===== config.mk =====
export PLATFORM = sky130hd
export DESIGN_NAME = mtg_key_ram
export DESIGN_NICKNAME = d
export VERILOG_FILES = /design/src/hdl/mt19937_generator_macros.svh /design/src/hdl/mtg_key_ram.sv
export SDC_FILE = /design/constraint.sdc
export NUM_CORES = 1
export LEC_CHECK = 0
export BUFFER_PORTS_ARGS = -buffer_cell sky130_fd_sc_hd__buf_2
export CAP_MARGIN = 10
export CORE_MARGIN = 2
export CORE_UTILIZATION = 40
export DETAILED_ROUTE_END_ITERATION = 10
export SYNTH_ARGS = -nofsm -noshare
export SYNTH_HDL_FRONTEND = slang
export SYNTH_SLANG_ARGS = --single-unit

===== constraint.sdc =====
create_clock -name clk -period 9.4 [get_ports clk]
set_input_delay 0.94 -clock clk [delete_from_list [all_inputs] [get_ports clk]]
set_output_delay 0.94 -clock clk [all_outputs]
set_load 0.02 [all_outputs]

===== src/hdl/mt19937_generator_macros.svh =====
// Assertion macros used by the generator's control module.
`ifndef MT19937_GENERATOR_MACROS_SVH
`define MT19937_GENERATOR_MACROS_SVH

// Whenever the antecedent holds, the consequent holds in the same cycle.
`define MTG_ASSERT_NOW(lbl, ante, cons, msg) \
  lbl: assert property (@(posedge clk) disable iff (!rst_n) (ante) |-> (cons)) else $error(msg);

// Whenever the antecedent holds, the consequent holds in the following cycle.
`define MTG_ASSERT_NEXT(lbl, ante, cons, msg) \
  lbl: assert property (@(posedge clk) disable iff (!rst_n) (ante) |=> (cons)) else $error(msg);

`endif


===== src/hdl/mtg_key_ram.sv =====
`default_nettype none
module mtg_key_ram #(
  parameter int unsigned DEPTH = 16,
  parameter int unsigned KW    = 4
) (
  input  wire logic          clk,
  input  wire logic          we,
  input  wire logic [KW-1:0] wa,
  input  wire logic [31:0]   wd,
  input  wire logic [KW-1:0] ra,
  output logic      [31:0]   rd
);
  logic [31:0] mem [DEPTH];

  always_ff @(posedge clk) begin
    if (we) begin
      mem[wa] <= wd;
    end
    rd <= mem[ra];
  end
endmodule
`default_nettype wire


**After elaboration in Yosys (flattened, before gate mapping)**

Memories as Yosys holds them, arrays and structs flattened. A register that Yosys moved wholly into a read port is not among the register bits.
Index checks and enable logic that the tools add are counted.

- Input bits: 42
- Output and inout bits: 32
- RAM bits: 512
- Logic and storage cells: 3
- Flip-flop bits (word level): 0
- Memories: 1

Memories:

| memory | depth | bits a word | read ports | clocked after memory_dff | wr ports | RTL line | source |
|---|---|---|---|---|---|---|---|
| mem | 16 | 32 | 1 | 1 | 1 | mtg_key_ram.sv:13 | `logic [31:0] mem [DEPTH];` |

- Multiplexer cells: 2

Operators by type and width:

| kind | number |
|---|---|
| 2-to-1 mux 1 bit | 2 |

**Longest topological paths before layout**

- Depth after elaboration: 2
- Depth in mapped cells: 5

**Worst setup path after synthesis**

Ideal clock, no wire load.

- Path type: input -> register
- Start: input wa[2]
- End: memory mem[0][0], enable pin
- Setup slack: 5,280 ps
- Cell stages on the path: 2
- Data arrival time: 3,658 ps
- Library setup time: 461 ps
- Path through: or3b_2 > nor3_1

RTL lines:

| what | RTL line | source |
|---|---|---|
| start: declaration | mtg_key_ram.sv:8 | `input wire logic [KW-1:0] wa,` |
| end: declaration | mtg_key_ram.sv:13 |  |

Straight into the memory's write port.

==> impl_metrics.csv <==
group,metric,value,unit
worst_hold_path,min_to,"rd[27]$_DFF_P_",
final_layout,multiInputGateArea,3750,µm²
timing,setup_viol,0,
global_route,grt_usage,0.169,
timing,maxSlewHeadroom,0.261,
final_layout,num-fill-cells,4006,
logic_synthesis,synth.distinct_cells,18,
final_layout,area_delta_synth_final,15.4,%
cts,cts_buffer_depth,3,
logic_synthesis,synthXorXnorAreaFrac,0,
cts,root_buffer,"clkbuf_16",
logic_synthesis,ys_seq_area_frac,0.807,
worst_setup_path,reg2reg_to,"rd[19]$_DFF_P_",
timing,finalMaxSlewViolations,0,
worst_setup_path,worstPathRequired,9.85,ns
worst_hold_path,min_path_cells,3,
place,dp_hpwl,19100,µm
logic_synthesis,ys_seq_elements,544,
worst_setup_path,cp.arrival,3.98,ns
detailed_routing,wl,42300,µm
logic_synthesis,syn_avg_cell_area,23.7,µm²
flow_run,cap_violations,0,
cts,ctsHtreeMaxLevel,2,
logic_synthesis,synth.cell_area,19900,µm²
outcome,outcome,"complete, no violations",
floorplan,core.rowCount,81,
cts,numCtsBuffers,53,
timing,period_needed,3.53,ns
floorplan,pin_count,74,
final_layout,post-route-util,0.468,
cts,cts.clk_slew.worst_paths,0.07,ns
timing,timing.final.ws_setup,5.87,ns
logic_synthesis,yosys_warnings,0,
detailed_routing,wl_per_cell,25.6,µm
global_route,top_usage_layer,"met2",
timing,rsz0062_at_grt,"no",
worst_hold_path,hold_start,"mem[14][27]$_DFFE_PP_",
final_layout,final_common_cell,"edfxtp_1",
global_route,use_met2,0.273,
global_route,grt_pass1_wl,61900,µm
worst_setup_path,critPathLaunch,"ra[0]",
power,p_leak,7.29,nW
place,io_buffers,73,
timing,holdWs,0.659,ns
final_layout,drive_above_1_share,0.323,
final_layout,mostFrequentLayoutCells,"edfxtp_1 (512), mux4_2 (128), buf_2 (71), a22oi_1 (64), clkbuf_16 (55)",
detailed_routing,first_pass_iters,5,
cts,hold_buffers,0,
detailed_routing,drt_iter0_markers,864,
detailed_routing,dr_total_vias,8922,
logic_synthesis,synthesis.nets,880,
worst_setup_path,r2r_slack,8.06,ns
cts,post-cts-setup-buffers,0,
final_layout,diodes,0,
timing,tns,0,ns
floorplan,core,49000,µm²
cts,cts_num_sinks,544,
worst_setup_path,rr_startpoint,"mem[11][19]$_DFFE_PP_",
logic_synthesis,synth_simple_gate_area_frac,0.0127,
timing,worst_pin_slew,1.11,ns
final_layout,nets,987,
logic_synthesis,yosys.area_share.adder,0,
floorplan,die_w,227,µm
timing,finalHoldViolCount,0,
cts,cts_tree,"done",
place,place_ws,5.20,ns
detailed_routing,drc,0,
global_route,met1_usage,0.240,
worst_setup_path,path_class,"in -> reg",
global_route,overflow,0,
timing,finClkSkew,0.0198,ns
detailed_routing,via_per_inst,5.40,
place,finalWeightedCongestion,0.679,
worst_setup_path,cp_max_fo,49,
floorplan,start_util,0.406,
worst_setup_path,worst_setup_path_start_kind,"input port",
global_route,grt_max_degree,73,
detailed_routing,final_antenna_net_count,0,
logic_synthesis,netlist_instances,838,
logic_synthesis,synth_top_family_by_area,"multiplexers",
power,fin_total_pwr,0.00511,W
global_route,grtUsageMet3,0.0268,
floorplan,die_y,227,µm
logic_synthesis,synth_compound_area_frac,0.0242,
global_route,grt_pass1_vias,9206,
power,powerDensity,223,nW/µm²
final_layout,layout.area.seq,16000,µm²
worst_setup_path,worst_setup_path_end_kind,"flop",
cts,clk_latency,0.59,ns
timing,max_freq,283,MHz
global_route,grt_antenna_before_repair,2,
logic_synthesis,synth_mux_area_frac,0.145,
floorplan,die_area,51400,µm²
worst_hold_path,hp-class,"reg -> reg",
timing,min_period_over_period,0.375,
worst_setup_path,r2r_cells,3,
cts,cts_resized,0,
power,vdd_drop_max,0.126,mV
worst max-delay path: stages:
cell and delay [ns]:
clkbuf_8 0.50, buf_4 0.83, buf_4 0.71, mux4_2 0.59, a22oi_1 0.22, nand2_1 0.09
logic make-up (layout without fill, tap and decap cells):
family	after synthesis	after routing
AOI/OAI and AO/OA	64	64
and+or+nand+nor	59	59
DFF	544	544
buffers and inverters	43	192
muxes	128	128
metrics by stage:
stage               instances  area, µm²
floorplan                 838      19900
global placement         1554      21100
detailed placement       1554      21100
CTS                      1651      22900
global route             1651      22900
finish                   1651      22900
area by class of cell:
class                   count  share of cell area
clock buffers              77              0.0668
clock inverters            20              0.0103
multi-input cells         251               0.164
flip-flops and latches    544               0.699
well taps                 664              0.0363
repair buffers             95              0.0237
sequential cells by signal (all words and copies together), names as in the netlist:
name and flops:
mem 512, rd 32
Yosys cell counts, drive strengths merged:
master  number  area (µm²)
dfxtp       32         641
buf         26         159
or3b         1        8.76
nor2b        2        12.5
edfxtp     512       15400
nor3         4        20.0
nand3        1        5.00
clkbuf      17        63.8
nand2b       2        12.5
nor2        13        48.8
a22oi       64         480
nand3b       2        15.0
and2         1        6.26
nand2       33         124
mux4       128        2880
report_power, final:
group	switching, W	total, W	internal (W)
combinational	0.000153	0.000248	0.0000951
clock	0.000876	0.00214	0.00126
sequential	0.0000157	0.00273	0.00271
metal layers:
metal  up-vias  routed length (µm)  share of wire
met5         -                  30        0.00071
met4         4                 756          0.018
met3        69                2300          0.054
met2       250               20500           0.48
met1      4818               18800           0.44
li1       3781                   -              -
worst max path at each step:
stage / slack [ns] / to / depth (start not counted)
4_1_cts: 5.80 / rd[21]$_DFF_P_ / 6
3_5_place_dp: 5.20 / rd[23]$_DFF_P_ / 6
6_report: 5.87 / rd[25]$_DFF_P_ / 6
2_1_floorplan: 5.28 / mem[0][0]$_DFFE_PP_ / 2
3_3_place_gp: 5.22 / rd[27]$_DFF_P_ / 6
5_1_grt: 5.55 / rd[21]$_DFF_P_ / 6
(Power assumes the default switching activity.)
