**src/hdl/mt19937_generator_macros.svh**
```systemverilog
// Assertion macros used by the generator's control module.
`ifndef MT19937_GENERATOR_MACROS_SVH
`define MT19937_GENERATOR_MACROS_SVH

// Whenever the antecedent holds, the consequent holds in the same cycle.
`define MTG_ASSERT_NOW(lbl, ante, cons, msg) \
  lbl: assert property (@(posedge clk) disable iff (!rst_n) (ante) |-> (cons)) else $error(msg);

// Whenever the antecedent holds, the consequent holds in the following cycle.
`define MTG_ASSERT_NEXT(lbl, ante, cons, msg) \
  lbl: assert property (@(posedge clk) disable iff (!rst_n) (ante) |=> (cons)) else $error(msg);

`endif

```
**src/hdl/mtg_pkg.sv**
```systemverilog
`default_nettype none
package mtg_pkg;

  localparam int unsigned N = 624;
  localparam int unsigned M = 397;
  localparam int unsigned AW = 10;

  localparam logic [31:0] TWIST_MAT  = 32'h9908_b0df;
  localparam logic [31:0] C_INIT     = 32'd1812433253;
  localparam logic [31:0] C_KEY_A    = 32'd1664525;
  localparam logic [31:0] C_KEY_B    = 32'd1566083941;
  localparam logic [31:0] SEED_KEY   = 32'd19650218;
  localparam logic [31:0] SEED_DEF   = 32'd5489;
  localparam logic [31:0] WORD0_KEY  = 32'h8000_0000;
  localparam logic [31:0] TEMPER_B   = 32'h9d2c_5680;
  localparam logic [31:0] TEMPER_C   = 32'hefc6_0000;

  localparam logic [AW-1:0] IDX_USED   = AW'(N);
  localparam logic [AW-1:0] IDX_LAST   = AW'(N - 1);

  typedef enum logic [1:0] {
    ACT_DRAW = 2'd0,
    ACT_SEED = 2'd1,
    ACT_KEY  = 2'd2,
    ACT_RSVD = 2'd3
  } action_t;

  typedef enum logic [3:0] {
    ST_IDLE,
    ST_S1_MUL,
    ST_S1_ADD,
    ST_K_RD,
    ST_K_WR,
    ST_K_WRAP,
    ST_K_FIN,
    ST_TW_PRE,
    ST_TWIST,
    ST_TW_END,
    ST_DRAW_RD,
    ST_DRAW_OUT
  } ctrl_state_t;

  typedef enum logic [1:0] {
    AFT_IDLE,
    AFT_KEY,
    AFT_TWIST
  } after_t;

  typedef struct packed {
    logic          en;
    logic [AW-1:0] addr;
    logic [31:0]   data;
  } mem_wr_t;

  typedef struct packed {
    logic        load;
    logic [31:0] word;
  } draw_t;

  function automatic logic [31:0] mix(input logic [31:0] a, input logic [31:0] b,
                                      input logic [31:0] far);
    logic [31:0] y;
    y = {a[31], b[30:0]};
    return far ^ (y >> 1) ^ (y[0] ? TWIST_MAT : 32'd0);
  endfunction

endpackage
`default_nettype wire

```
**src/hdl/mtg_ctrl.sv**
```systemverilog
`default_nettype none
`include "mt19937_generator_macros.svh"
module mtg_ctrl #(
  parameter int unsigned KEY_MAX = 16,
  parameter int unsigned KW      = 4,
  parameter int unsigned CW      = 5
) (
  input  wire logic                    clk,
  input  wire logic                    rst_n,
  input  wire logic                    in_valid,
  output logic                         in_ready,
  input  wire logic [1:0]              in_action,
  input  wire logic [31:0]             in_seed_value,
  input  wire logic [31:0]             in_key_word,
  input  wire logic                    in_last_key,
  input  wire logic                    out_free,
  output mtg_pkg::draw_t               draw,
  output mtg_pkg::mem_wr_t             st_wr,
  output logic [mtg_pkg::AW-1:0]       st_ra_a,
  output logic [mtg_pkg::AW-1:0]       st_ra_b,
  input  wire logic [31:0]             st_rd_a,
  input  wire logic [31:0]             st_rd_b,
  output logic                         key_we,
  output logic [KW-1:0]                key_wa,
  output logic [31:0]                  key_wd,
  output logic [KW-1:0]                key_ra,
  input  wire logic [31:0]             key_rd
);
  import mtg_pkg::*;

  ctrl_state_t st_r, st_nxt;
  after_t      after_r, after_nxt;
  logic [AW-1:0] idx_r, idx_nxt;
  logic [AW-1:0] i_r, i_nxt;
  logic [AW-1:0] k_r, k_nxt;
  logic [AW-1:0] tk_r, tk_nxt;
  logic [AW-1:0] wk_r, wk_nxt;
  logic          wv_r, wv_nxt;
  logic          ldcur_r, ldcur_nxt;
  logic          phase_r, phase_nxt;
  logic [KW-1:0] j_r, j_nxt;
  logic [CW-1:0] key_count_r, key_count_nxt;
  logic [31:0]   p_r, p_nxt;
  logic [31:0]   prod_r, prod_nxt;
  logic [31:0]   cur_r, cur_nxt;
  logic [31:0]   mul_a, mul_k, w_key;
  logic          j_last;

  assign mul_a  = p_r ^ (p_r >> 30);
  assign j_last = (CW'(j_r) + CW'(1)) == key_count_r;
  assign w_key  = phase_r ? ((st_rd_a ^ prod_r) - 32'(i_r))
                          : ((st_rd_a ^ prod_r) + key_rd + 32'(j_r));

  always_comb begin
    st_nxt = st_r;
    case (st_r)
      ST_IDLE: begin
        if (in_valid) begin
          case (in_action)
            ACT_DRAW: begin
              if (idx_r < IDX_USED) begin
                st_nxt = out_free ? ST_DRAW_OUT : ST_DRAW_RD;
              end else if (idx_r == IDX_USED) begin
                st_nxt = ST_TW_PRE;
              end else begin
                st_nxt = ST_S1_MUL;
              end
            end
            ACT_SEED: st_nxt = ST_S1_MUL;
            ACT_KEY:  st_nxt = in_last_key ? ST_S1_MUL : ST_IDLE;
            default:  st_nxt = ST_IDLE;
          endcase
        end
      end
      ST_S1_MUL: st_nxt = ST_S1_ADD;
      ST_S1_ADD: begin
        if (i_r == IDX_LAST) begin
          case (after_r)
            AFT_KEY:   st_nxt = ST_K_RD;
            AFT_TWIST: st_nxt = ST_TW_PRE;
            default:   st_nxt = ST_IDLE;
          endcase
        end else begin
          st_nxt = ST_S1_MUL;
        end
      end
      ST_K_RD: st_nxt = ST_K_WR;
      ST_K_WR: begin
        if (i_r == IDX_LAST) begin
          st_nxt = ST_K_WRAP;
        end else if (k_r == AW'(1) && phase_r) begin
          st_nxt = ST_K_FIN;
        end else begin
          st_nxt = ST_K_RD;
        end
      end
      ST_K_WRAP: st_nxt = (k_r == '0 && phase_r) ? ST_K_FIN : ST_K_RD;
      ST_K_FIN:  st_nxt = ST_IDLE;
      ST_TW_PRE: st_nxt = ST_TWIST;
      ST_TWIST:  st_nxt = (tk_r == IDX_LAST) ? ST_TW_END : ST_TWIST;
      ST_TW_END: st_nxt = ST_DRAW_RD;
      ST_DRAW_RD: st_nxt = out_free ? ST_DRAW_OUT : ST_DRAW_RD;
      ST_DRAW_OUT: st_nxt = ST_IDLE;
      default: st_nxt = ST_IDLE;
    endcase
  end

  always_comb begin
    after_nxt     = after_r;
    idx_nxt       = idx_r;
    i_nxt         = i_r;
    k_nxt         = k_r;
    tk_nxt        = tk_r;
    wk_nxt        = wk_r;
    wv_nxt        = wv_r;
    ldcur_nxt     = 1'b0;
    phase_nxt     = phase_r;
    j_nxt         = j_r;
    key_count_nxt = key_count_r;
    p_nxt         = p_r;
    prod_nxt      = prod_r;
    cur_nxt       = cur_r;
    mul_k         = C_INIT;
    in_ready      = (st_r == ST_IDLE);
    draw.load     = 1'b0;
    draw.word     = st_rd_a;
    st_wr.en      = 1'b0;
    st_wr.addr    = i_r;
    st_wr.data    = w_key;
    st_ra_a       = i_r;
    st_ra_b       = '0;
    key_we        = 1'b0;
    key_wa        = key_count_r[KW-1:0];
    key_wd        = in_key_word;
    key_ra        = j_r;
    case (st_r)
      ST_IDLE: begin
        if (in_valid) begin
          case (in_action)
            ACT_DRAW: begin
              if (idx_r < IDX_USED) begin
                if (out_free) begin
                  st_ra_a = idx_r;
                  idx_nxt = idx_r + AW'(1);
                end
              end else if (idx_r != IDX_USED) begin
                // Never seeded: the default seed comes first, then the twist.
                st_wr.en   = 1'b1;
                st_wr.addr = '0;
                st_wr.data = SEED_DEF;
                p_nxt      = SEED_DEF;
                i_nxt      = AW'(1);
                after_nxt  = AFT_TWIST;
              end
            end
            ACT_SEED: begin
              st_wr.en   = 1'b1;
              st_wr.addr = '0;
              st_wr.data = in_seed_value;
              p_nxt      = in_seed_value;
              i_nxt      = AW'(1);
              after_nxt  = AFT_IDLE;
            end
            ACT_KEY: begin
              if (key_count_r < CW'(KEY_MAX)) begin
                key_we        = 1'b1;
                key_count_nxt = key_count_r + CW'(1);
              end
              if (in_last_key) begin
                st_wr.en   = 1'b1;
                st_wr.addr = '0;
                st_wr.data = SEED_KEY;
                p_nxt      = SEED_KEY;
                i_nxt      = AW'(1);
                after_nxt  = AFT_KEY;
              end
            end
            default: ;
          endcase
        end
      end
      ST_S1_MUL: begin
        prod_nxt = mul_a * mul_k;
      end
      ST_S1_ADD: begin
        st_wr.en   = 1'b1;
        st_wr.data = prod_r + 32'(i_r);
        p_nxt      = prod_r + 32'(i_r);
        if (i_r == IDX_LAST) begin
          idx_nxt = IDX_USED;
          if (after_r == AFT_KEY) begin
            p_nxt     = SEED_KEY;
            i_nxt     = AW'(1);
            j_nxt     = '0;
            k_nxt     = IDX_USED;
            phase_nxt = 1'b0;
          end
        end else begin
          i_nxt = i_r + AW'(1);
        end
      end
      ST_K_RD: begin
        mul_k    = phase_r ? C_KEY_B : C_KEY_A;
        prod_nxt = mul_a * mul_k;
      end
      ST_K_WR: begin
        st_wr.en = 1'b1;
        p_nxt    = w_key;
        k_nxt    = k_r - AW'(1);
        if (!phase_r) begin
          j_nxt = j_last ? '0 : j_r + KW'(1);
        end
        if (i_r == IDX_LAST) begin
          i_nxt = AW'(1);
        end else begin
          i_nxt = i_r + AW'(1);
          if (k_r == AW'(1) && !phase_r) begin
            phase_nxt = 1'b1;
            k_nxt     = IDX_LAST;
          end
        end
      end
      ST_K_WRAP: begin
        // Word 0 takes a copy of the last word so the walk can start over.
        st_wr.en   = 1'b1;
        st_wr.addr = '0;
        st_wr.data = p_r;
        if (k_r == '0 && !phase_r) begin
          phase_nxt = 1'b1;
          k_nxt     = IDX_LAST;
        end
      end
      ST_K_FIN: begin
        st_wr.en      = 1'b1;
        st_wr.addr    = '0;
        st_wr.data    = WORD0_KEY;
        idx_nxt       = IDX_USED;
        key_count_nxt = '0;
      end
      ST_TW_PRE: begin
        st_ra_a   = '0;
        tk_nxt    = '0;
        wv_nxt    = 1'b0;
        ldcur_nxt = 1'b1;
      end
      ST_TWIST: begin
        // Reads for word tk are issued while word tk-1 is written back.
        st_ra_a = (tk_r == IDX_LAST) ? '0 : tk_r + AW'(1);
        st_ra_b = (tk_r < AW'(N - M)) ? tk_r + AW'(M) : tk_r - AW'(N - M);
        wv_nxt  = 1'b1;
        wk_nxt  = tk_r;
        tk_nxt  = tk_r + AW'(1);
        if (ldcur_r) begin
          cur_nxt = st_rd_a;
        end
        if (wv_r) begin
          st_wr.en   = 1'b1;
          st_wr.addr = wk_r;
          st_wr.data = mix(cur_r, st_rd_a, st_rd_b);
          cur_nxt    = st_rd_a;
        end
      end
      ST_TW_END: begin
        st_wr.en   = 1'b1;
        st_wr.addr = wk_r;
        st_wr.data = mix(cur_r, st_rd_a, st_rd_b);
        wv_nxt     = 1'b0;
        idx_nxt    = '0;
      end
      ST_DRAW_RD: begin
        if (out_free) begin
          st_ra_a = idx_r;
          idx_nxt = idx_r + AW'(1);
        end
      end
      ST_DRAW_OUT: begin
        draw.load = 1'b1;
      end
      default: ;
    endcase
  end

  always_ff @(posedge clk) begin
    if (!rst_n) begin
      st_r        <= ST_IDLE;
      after_r     <= AFT_IDLE;
      idx_r       <= AW'(N + 1);
      key_count_r <= '0;
      wv_r        <= 1'b0;
      ldcur_r     <= 1'b0;
      phase_r     <= 1'b0;
    end else begin
      st_r        <= st_nxt;
      after_r     <= after_nxt;
      idx_r       <= idx_nxt;
      key_count_r <= key_count_nxt;
      wv_r        <= wv_nxt;
      ldcur_r     <= ldcur_nxt;
      phase_r     <= phase_nxt;
    end
  end

  always_ff @(posedge clk) begin
    i_r    <= i_nxt;
    k_r    <= k_nxt;
    tk_r   <= tk_nxt;
    wk_r   <= wk_nxt;
    j_r    <= j_nxt;
    p_r    <= p_nxt;
    prod_r <= prod_nxt;
    cur_r  <= cur_nxt;
  end

  `MTG_ASSERT_NOW(a_wr_addr, st_wr.en, st_wr.addr < IDX_USED, "state write beyond the store")
  `MTG_ASSERT_NOW(a_key_count, 1'b1, key_count_r <= CW'(KEY_MAX), "key count overran")
  `MTG_ASSERT_NOW(a_idx_range, 1'b1, idx_r <= AW'(N + 1), "word index out of range")
  `MTG_ASSERT_NEXT(a_load_free, st_r == ST_DRAW_OUT, st_r == ST_IDLE, "draw did not finish")
endmodule
`default_nettype wire

```
**config.mk**
```make
export PLATFORM = sky130hd
export DESIGN_NAME = mtg_ctrl
export DESIGN_NICKNAME = d
export VERILOG_FILES = /design/src/hdl/mtg_pkg.sv /design/src/hdl/mtg_ctrl.sv
export VERILOG_INCLUDE_DIRS = /design/src /design/src/hdl
export SDC_FILE = /design/constraint.sdc
export NUM_CORES = 2
export LEC_CHECK = 0
export ABC_AREA = 1
export BUFFER_PORTS_ARGS = -buffer_cell sky130_fd_sc_hd__buf_4
export CAP_MARGIN = 5
export CELL_PAD_IN_SITES_DETAIL_PLACEMENT = 1
export CELL_PAD_IN_SITES_GLOBAL_PLACEMENT = 2
export CORE_MARGIN = 4
export CORE_UTILIZATION = 30
export CTS_BUF_LIST = sky130_fd_sc_hd__clkbuf_8
export CTS_CLUSTER_SIZE = 25
export DETAILED_ROUTE_END_ITERATION = 16
export PLACE_DENSITY = 0.75
export SYNTH_ARGS = -nofsm -noshare
export SYNTH_HDL_FRONTEND = slang
export SYNTH_SLANG_ARGS = --single-unit
```
**constraint.sdc**
```tcl
create_clock -name clk -period 7.6 [get_ports clk]
set_input_delay 1.14 -clock clk [delete_from_list [all_inputs] [get_ports clk]]
set_output_delay 1.14 -clock clk [all_outputs]
set_load 0.005 [all_outputs]
```
# == Word-level counts from Yosys, hierarchy flattened ==
# Index checks and enable logic that the tools add are counted.
# totals
register_bits,164
in_bits,167
out_inout_bits,138
elab_cells,199
# op_classes
add_sub_neg,13
n_mul,2
magnitude_cmp,3
n_eq_ne,40
mux,92
bitwise_logic,4
reduce_logical,30
# ops
cell,n
$mux 32,10
$mux 10,24
$mux 43,5
$pmux 32 s3,2
$pmux 32 s6,1
$pmux 43 s3,1
$pmux 10 s3,3
$pmux 10 s4,2
$pmux 32 s2,1
$xor 32x32->32,2
$pmux 10 s5,1
$pmux 4 s10,1
$add 32x10->32,1
$add 32x32->32,1
$add 32x4->32,1
$mul 32x31->32,1
$mul 32x31->32 const B,1
$sub 32x10->32,1
$xor 32x2->32,1
$xor 32x31->32,1
$mux 31,1
$add 10x1->10 const B,3
$eq 10x10->1 const B,3
$mux 4,7
49 further kinds,109

# == Depth between registers and ports, before layout ==
# depth
ltp_word,9
ltp_mapped,32
depth_no_buf,30

# == Worst setup path before layout ==
# Ideal clock, no wire load.
# synth_path
kind,reg2reg
startpoint,register phase_r
endpoint,"register prod_r[28], data pin"
setup_ns,0.254
arrival_ns,6.293
t_required_ns,7.346
slack_ns,1.053
path_stages_with_launch,28
path_buffers,4
synth_period_minus_slack_ns,6.547
path_cell_list,dfxtp_1 buf_2 buf_2 buf_2 buf_1 nand2_1 inv_1 ha_1 fa_1 fa_1 inv_1 fa_1 inv_1 fa_1 fa_1 fa_1 fa_1 ha_1 nand2_1 nor3_1 nand4_1 nand3_1 a21o_1 nand2_1 nand2_1 nand2_1 nand3_1 nand2_1
# synth_between
elab_chain_cells,3
# synth_rtl
element,line,rtl
start: declaration,mtg_ctrl.sv:40,"logic phase_r, phase_nxt;"
start signal: assignment,mtg_ctrl.sv:299,phase_r <= phase_nxt;
$mux 31,mtg_ctrl.sv:203,mul_k = phase_r ? C_KEY_B : C_KEY_A;
$mul 32x31->32,mtg_ctrl.sv:204,prod_nxt = mul_a * mul_k;
$pmux 32 s2,mtg_ctrl.sv:136,case (st_r)
net prod_nxt[28],mtg_ctrl.sv:44,"logic [31:0] prod_r, prod_nxt;"
end signal: assignment,mtg_ctrl.sv:310,prod_r <= prod_nxt;
end: declaration,mtg_ctrl.sv:44,
# The timed path passes the listed nets, and every way through them passes these cells.
# A chain may end at the register's enable or synchronous reset.

# == Worst setup path after layout ==
# layout_path
startpoint,register p_r[1]
endpoint,"register prod_r[28], data pin"
# layout_between
elab_chain_cells,3
word_cells_on_any_way,4
classes_between,2 x mul; 1 x mux; 1 x bitwise
# layout_rtl
element,line,rtl
start: declaration,mtg_ctrl.sv:43,"logic [31:0] p_r, p_nxt;"
start signal: assignment,mtg_ctrl.sv:309,p_r <= p_nxt;
$xor 32x2->32 (*),mtg_ctrl.sv:49,assign mul_a = p_r ^ (p_r >> 30);
"$mul 32x31->32, on equally long branches","mtg_ctrl.sv:204, mtg_ctrl.sv:183",
$pmux 32 s2 (*),mtg_ctrl.sv:136,
net prod_nxt[28],mtg_ctrl.sv:44,
# The timed path passes the listed nets; every way through them passes the cells marked *.

==> results.py <==
metrics = {
    "clock_network": {
        "clock_pin_slew_of_the_registers_on_the_worst_case_setup_and_hold_paths_ns": 0.11,
        "cts_tree": "built",
        "cts.hold.buffers_added": 0,
        "worstSkewPairLatency_ns": 0.56,
        "numCtsBuffers": 17,
        "clockBufferDepth": 2,
        "clk_root_buffer_cell": "clkbuf_8",
        "numClockSinks": 133,
        "ctsHtreeMaxLevel": 4,
    },
    "synth": {
        "leading_area_contributor_after_synthesis": "fa_1",
        "synth_compound_area_share_pct": 10.6,
        "post_synthesis_adder_cell_area_fraction_pct": 41.7,
        "synth.top_cell.area_share_pct": 23.3,
        "postSynthRegisterBits": 133,
        "ys.flop_type": "edfxtp_1",
        "yosys-mux-area-fraction_pct": 0.0295,
        "synth.area.top_cells": "fa_1, ha_1, inv_1",
        "async_reset_ff_share_pct": 0,
        "post_synth_inst_count": 4418,
        "most_numerous_cell_in_the_yosys_netlist": "inv_1",
        "post_synth_xor_area_fraction_pct": 4.12,
        "post_synth_most_frequent_cells": "inv_1, nand2_1, ha_1, fa_1, nor2_1",
        "synth_area_um2": 33900,
        "synth-seq-area-share_pct": 11.1,
        "synth_top_family_by_area": "adder cells",
        "syn_area_per_cell_um2": 7.68,
        "ys_warn_count": 0,
        "ys_types": 65,
        "synth_simple_gate_area_share_pct": 19.5,
        "synth_edf_count": 109,
    },
    "die": {
        "dieArea_um2": 118000,
        "start_util_pct": 30.2,
        "design.portCount": 305,
        "die_h_um": 344,
        "floorplan.rows": 123,
        "coreArea_um2": 112000,
        "overall_die_width_um": 344,
    },
    "drt": {
        "drt_first_iter_violations": 2285,
        "wl_per_cell_um": 24.9,
        "drc": 0,
        "firstDrtPassIters": 5,
        "number_of_vias_per_cell": 5.13,
        "route.antenna.remaining_nets": 0,
        "route.final.wire_length_mm": 153,
        "routed-via-count": 31564,
    },
    "sta": {
        "layout_worst_path_cycle_share_pct": 97.2,
        "layout_setup_ws_ns": 0.215,
        "finalSetupViolCount": 0,
        "drv_slew": 0,
        "max_clock_freq_mhz": 135,
        "grt_setup_unrepaired": "false",
        "final_hold_violating_endpoints": 0,
        "finalSetupTns_ns": 0,
        "max_slew_margin_pct": 19.1,
        "worst_clock_skew_ns": 0.0310,
        "max_slew.worst_pin.slew_ns": 1.21,
        "finalWorstPathRequiredPeriod_ns": 7.38,
    },
    "global_route": {
        "grt_max_degree": 43,
        "grt_remaining_overflow": 0,
        "grt_use_total_pct": 25.6,
        "grt_pass1_vias": 32942,
        "antenna_found_initial": 4,
        "grt_first_pass_wirelength_mm": 223,
    },
    "critical_path": {
        "critPathRequiredTime_ns": 7.88,
        "crit_fanout": 7,
        "worst_setup_path_start_kind": "flop",
        "crit_path_end_kind": "flop",
        "worstSetupPathType": "flop to flop",
        "critical_path_arrival_ns": 7.67,
    },
    "place": {
        "gpl.final_weighted_congestion": 0.967,
        "number_of_i_o_port_buffers": 240,
        "dp.final_hpwl_mm": 132,
        "post-place-ws_ns": -0.222,
        "place_area_um2": 37500,
    },
    "final_layout": {
        "final_nets": 5692,
        "area_growth_pct": 11.9,
        "share_of_layout_cells_above_drive_strength_1_pct": 10.1,
        "layout.cell_area.non_filler_um2": 38000,
        "utilization_pct": 33.8,
    },
    "hold_path": {
        "holdCritPathClass": "flop to flop",
    },
    "run_status": {
        "status": "complete, no violations",
    },
    "run": {
        "cap_violations": 0,
    },
}
## placed cells by master (no fill, tap or decap), drive strengths merged, types with 8 or more instances in the layout
cell | netlist | routed
o21ai | 245 | 245
conb | 2 | 18
a21oi | 220 | 220
a221oi | 9 | 9
o2111ai | 9 | 9
clkinv | 8 | 10
nor4 | 12 | 12
a31oi | 8 | 8
a21o | 16 | 16
edfxtp | 109 | 109
xnor2 | 68 | 68
nand3b | 18 | 18
nor2 | 328 | 328
o21bai | 19 | 19
nand2 | 747 | 747
dfxtp | 24 | 24
buf | 100 | 326
or2 | 19 | 19
clkbuf | 47 | 17
inv | 937 | 946
a211oi | 10 | 10
fa | 395 | 395
o221ai | 18 | 18
a22oi | 12 | 12
nand4 | 42 | 42
nand3 | 293 | 293
xor2 | 86 | 86
ha | 498 | 498
o211ai | 18 | 18
nor3 | 57 | 57
## cell families after synthesis
kind of cell	Yosys count
AND/OR/NAND/NOR	1522
XOR/XNOR	154
other	2
flip-flops	133
adder cells (fa/ha/maj)	893
multiplexers	1
AO/OA/AOI/OAI	621
buffers and inverters	1092
## timing repair
item | CTS | global route
endpoints found under the setup margin | 4 | 6
gates resized for setup | 4 | 3
setup buffers | 3 | 2
cloned | 0 | 0
## registers in the layout (all words and copies together), names as in the netlist
name,cells
prod_r,32
wk_r,10
st_r,4
idx_r,10
phase_r,1
p_r,32
tk_r,10
key_count_r,5
after_r,2
key_ra,4
i_r,10
wv_r,1
ldcur_r,1
cur_r,1
k_r,10
## per-layer routing
layer | up-vias | GRT usage (%) | wire length [um]
li1 | 14532 | - | -
met1 | 15975 | 35.4 | 69600
met2 | 920 | 42.9 | 71300
met3 | 137 | 2.55 | 7910
met4 | 0 | 6.20 | 3990
met5 | - | 0 | 0
## worst max-delay path, cell delays in order (launching register included)
cell and delay, ns:
edfxtp_1 0.57, xor2_2 0.36, inv_1 0.29, fa_1 0.44
inv_1 0.08, ha_1 0.23, fa_1 0.44, ha_1 0.21
fa_1 0.47, fa_1 0.52, fa_1 0.50, inv_1 0.05
fa_1 0.55, inv_1 0.06, ha_1 0.34, nand2_1 0.19
o21ai_0 0.17, a21oi_2 0.37, nand3_1 0.42, a21o_1 0.31
nand2_1 0.09, nand3b_1 0.08, nand3_1 0.24, nand2_1 0.10
## stage by stage
step                std cells  hold WS, ns
global placement         6108        0.470
CTS                      6143        0.496
detailed placement       6108        0.480
finish                   6147        0.498
global route             6146        0.518
floorplan                4434        0.453
## final timing paths
path               from         end  slack, ns  depth (start not counted)
min reg2reg  after_r[0]  after_r[0]       0.50                          2
min          after_r[0]  after_r[0]       0.50                          2
max              p_r[1]  prod_r[28]       0.22                         23
max reg2reg      p_r[1]  prod_r[28]       0.22                         23
## area by class of cell
cell class	count	area [um^2]
Antenna cell	2	5.00
Clock buffer	17	234
Clock inverter	15	163
Fill cell	13830	74400
Inverter	945	3550
Multi-Input combinational cell	3209	25900
Sequential cell	133	3760
Tap cell	1500	1880
Timing Repair Buffer	326	2500
Power is left out: the tool's default activity adds up to more than one toggle a clock period on the data nets, which glitch-free logic cannot reach.
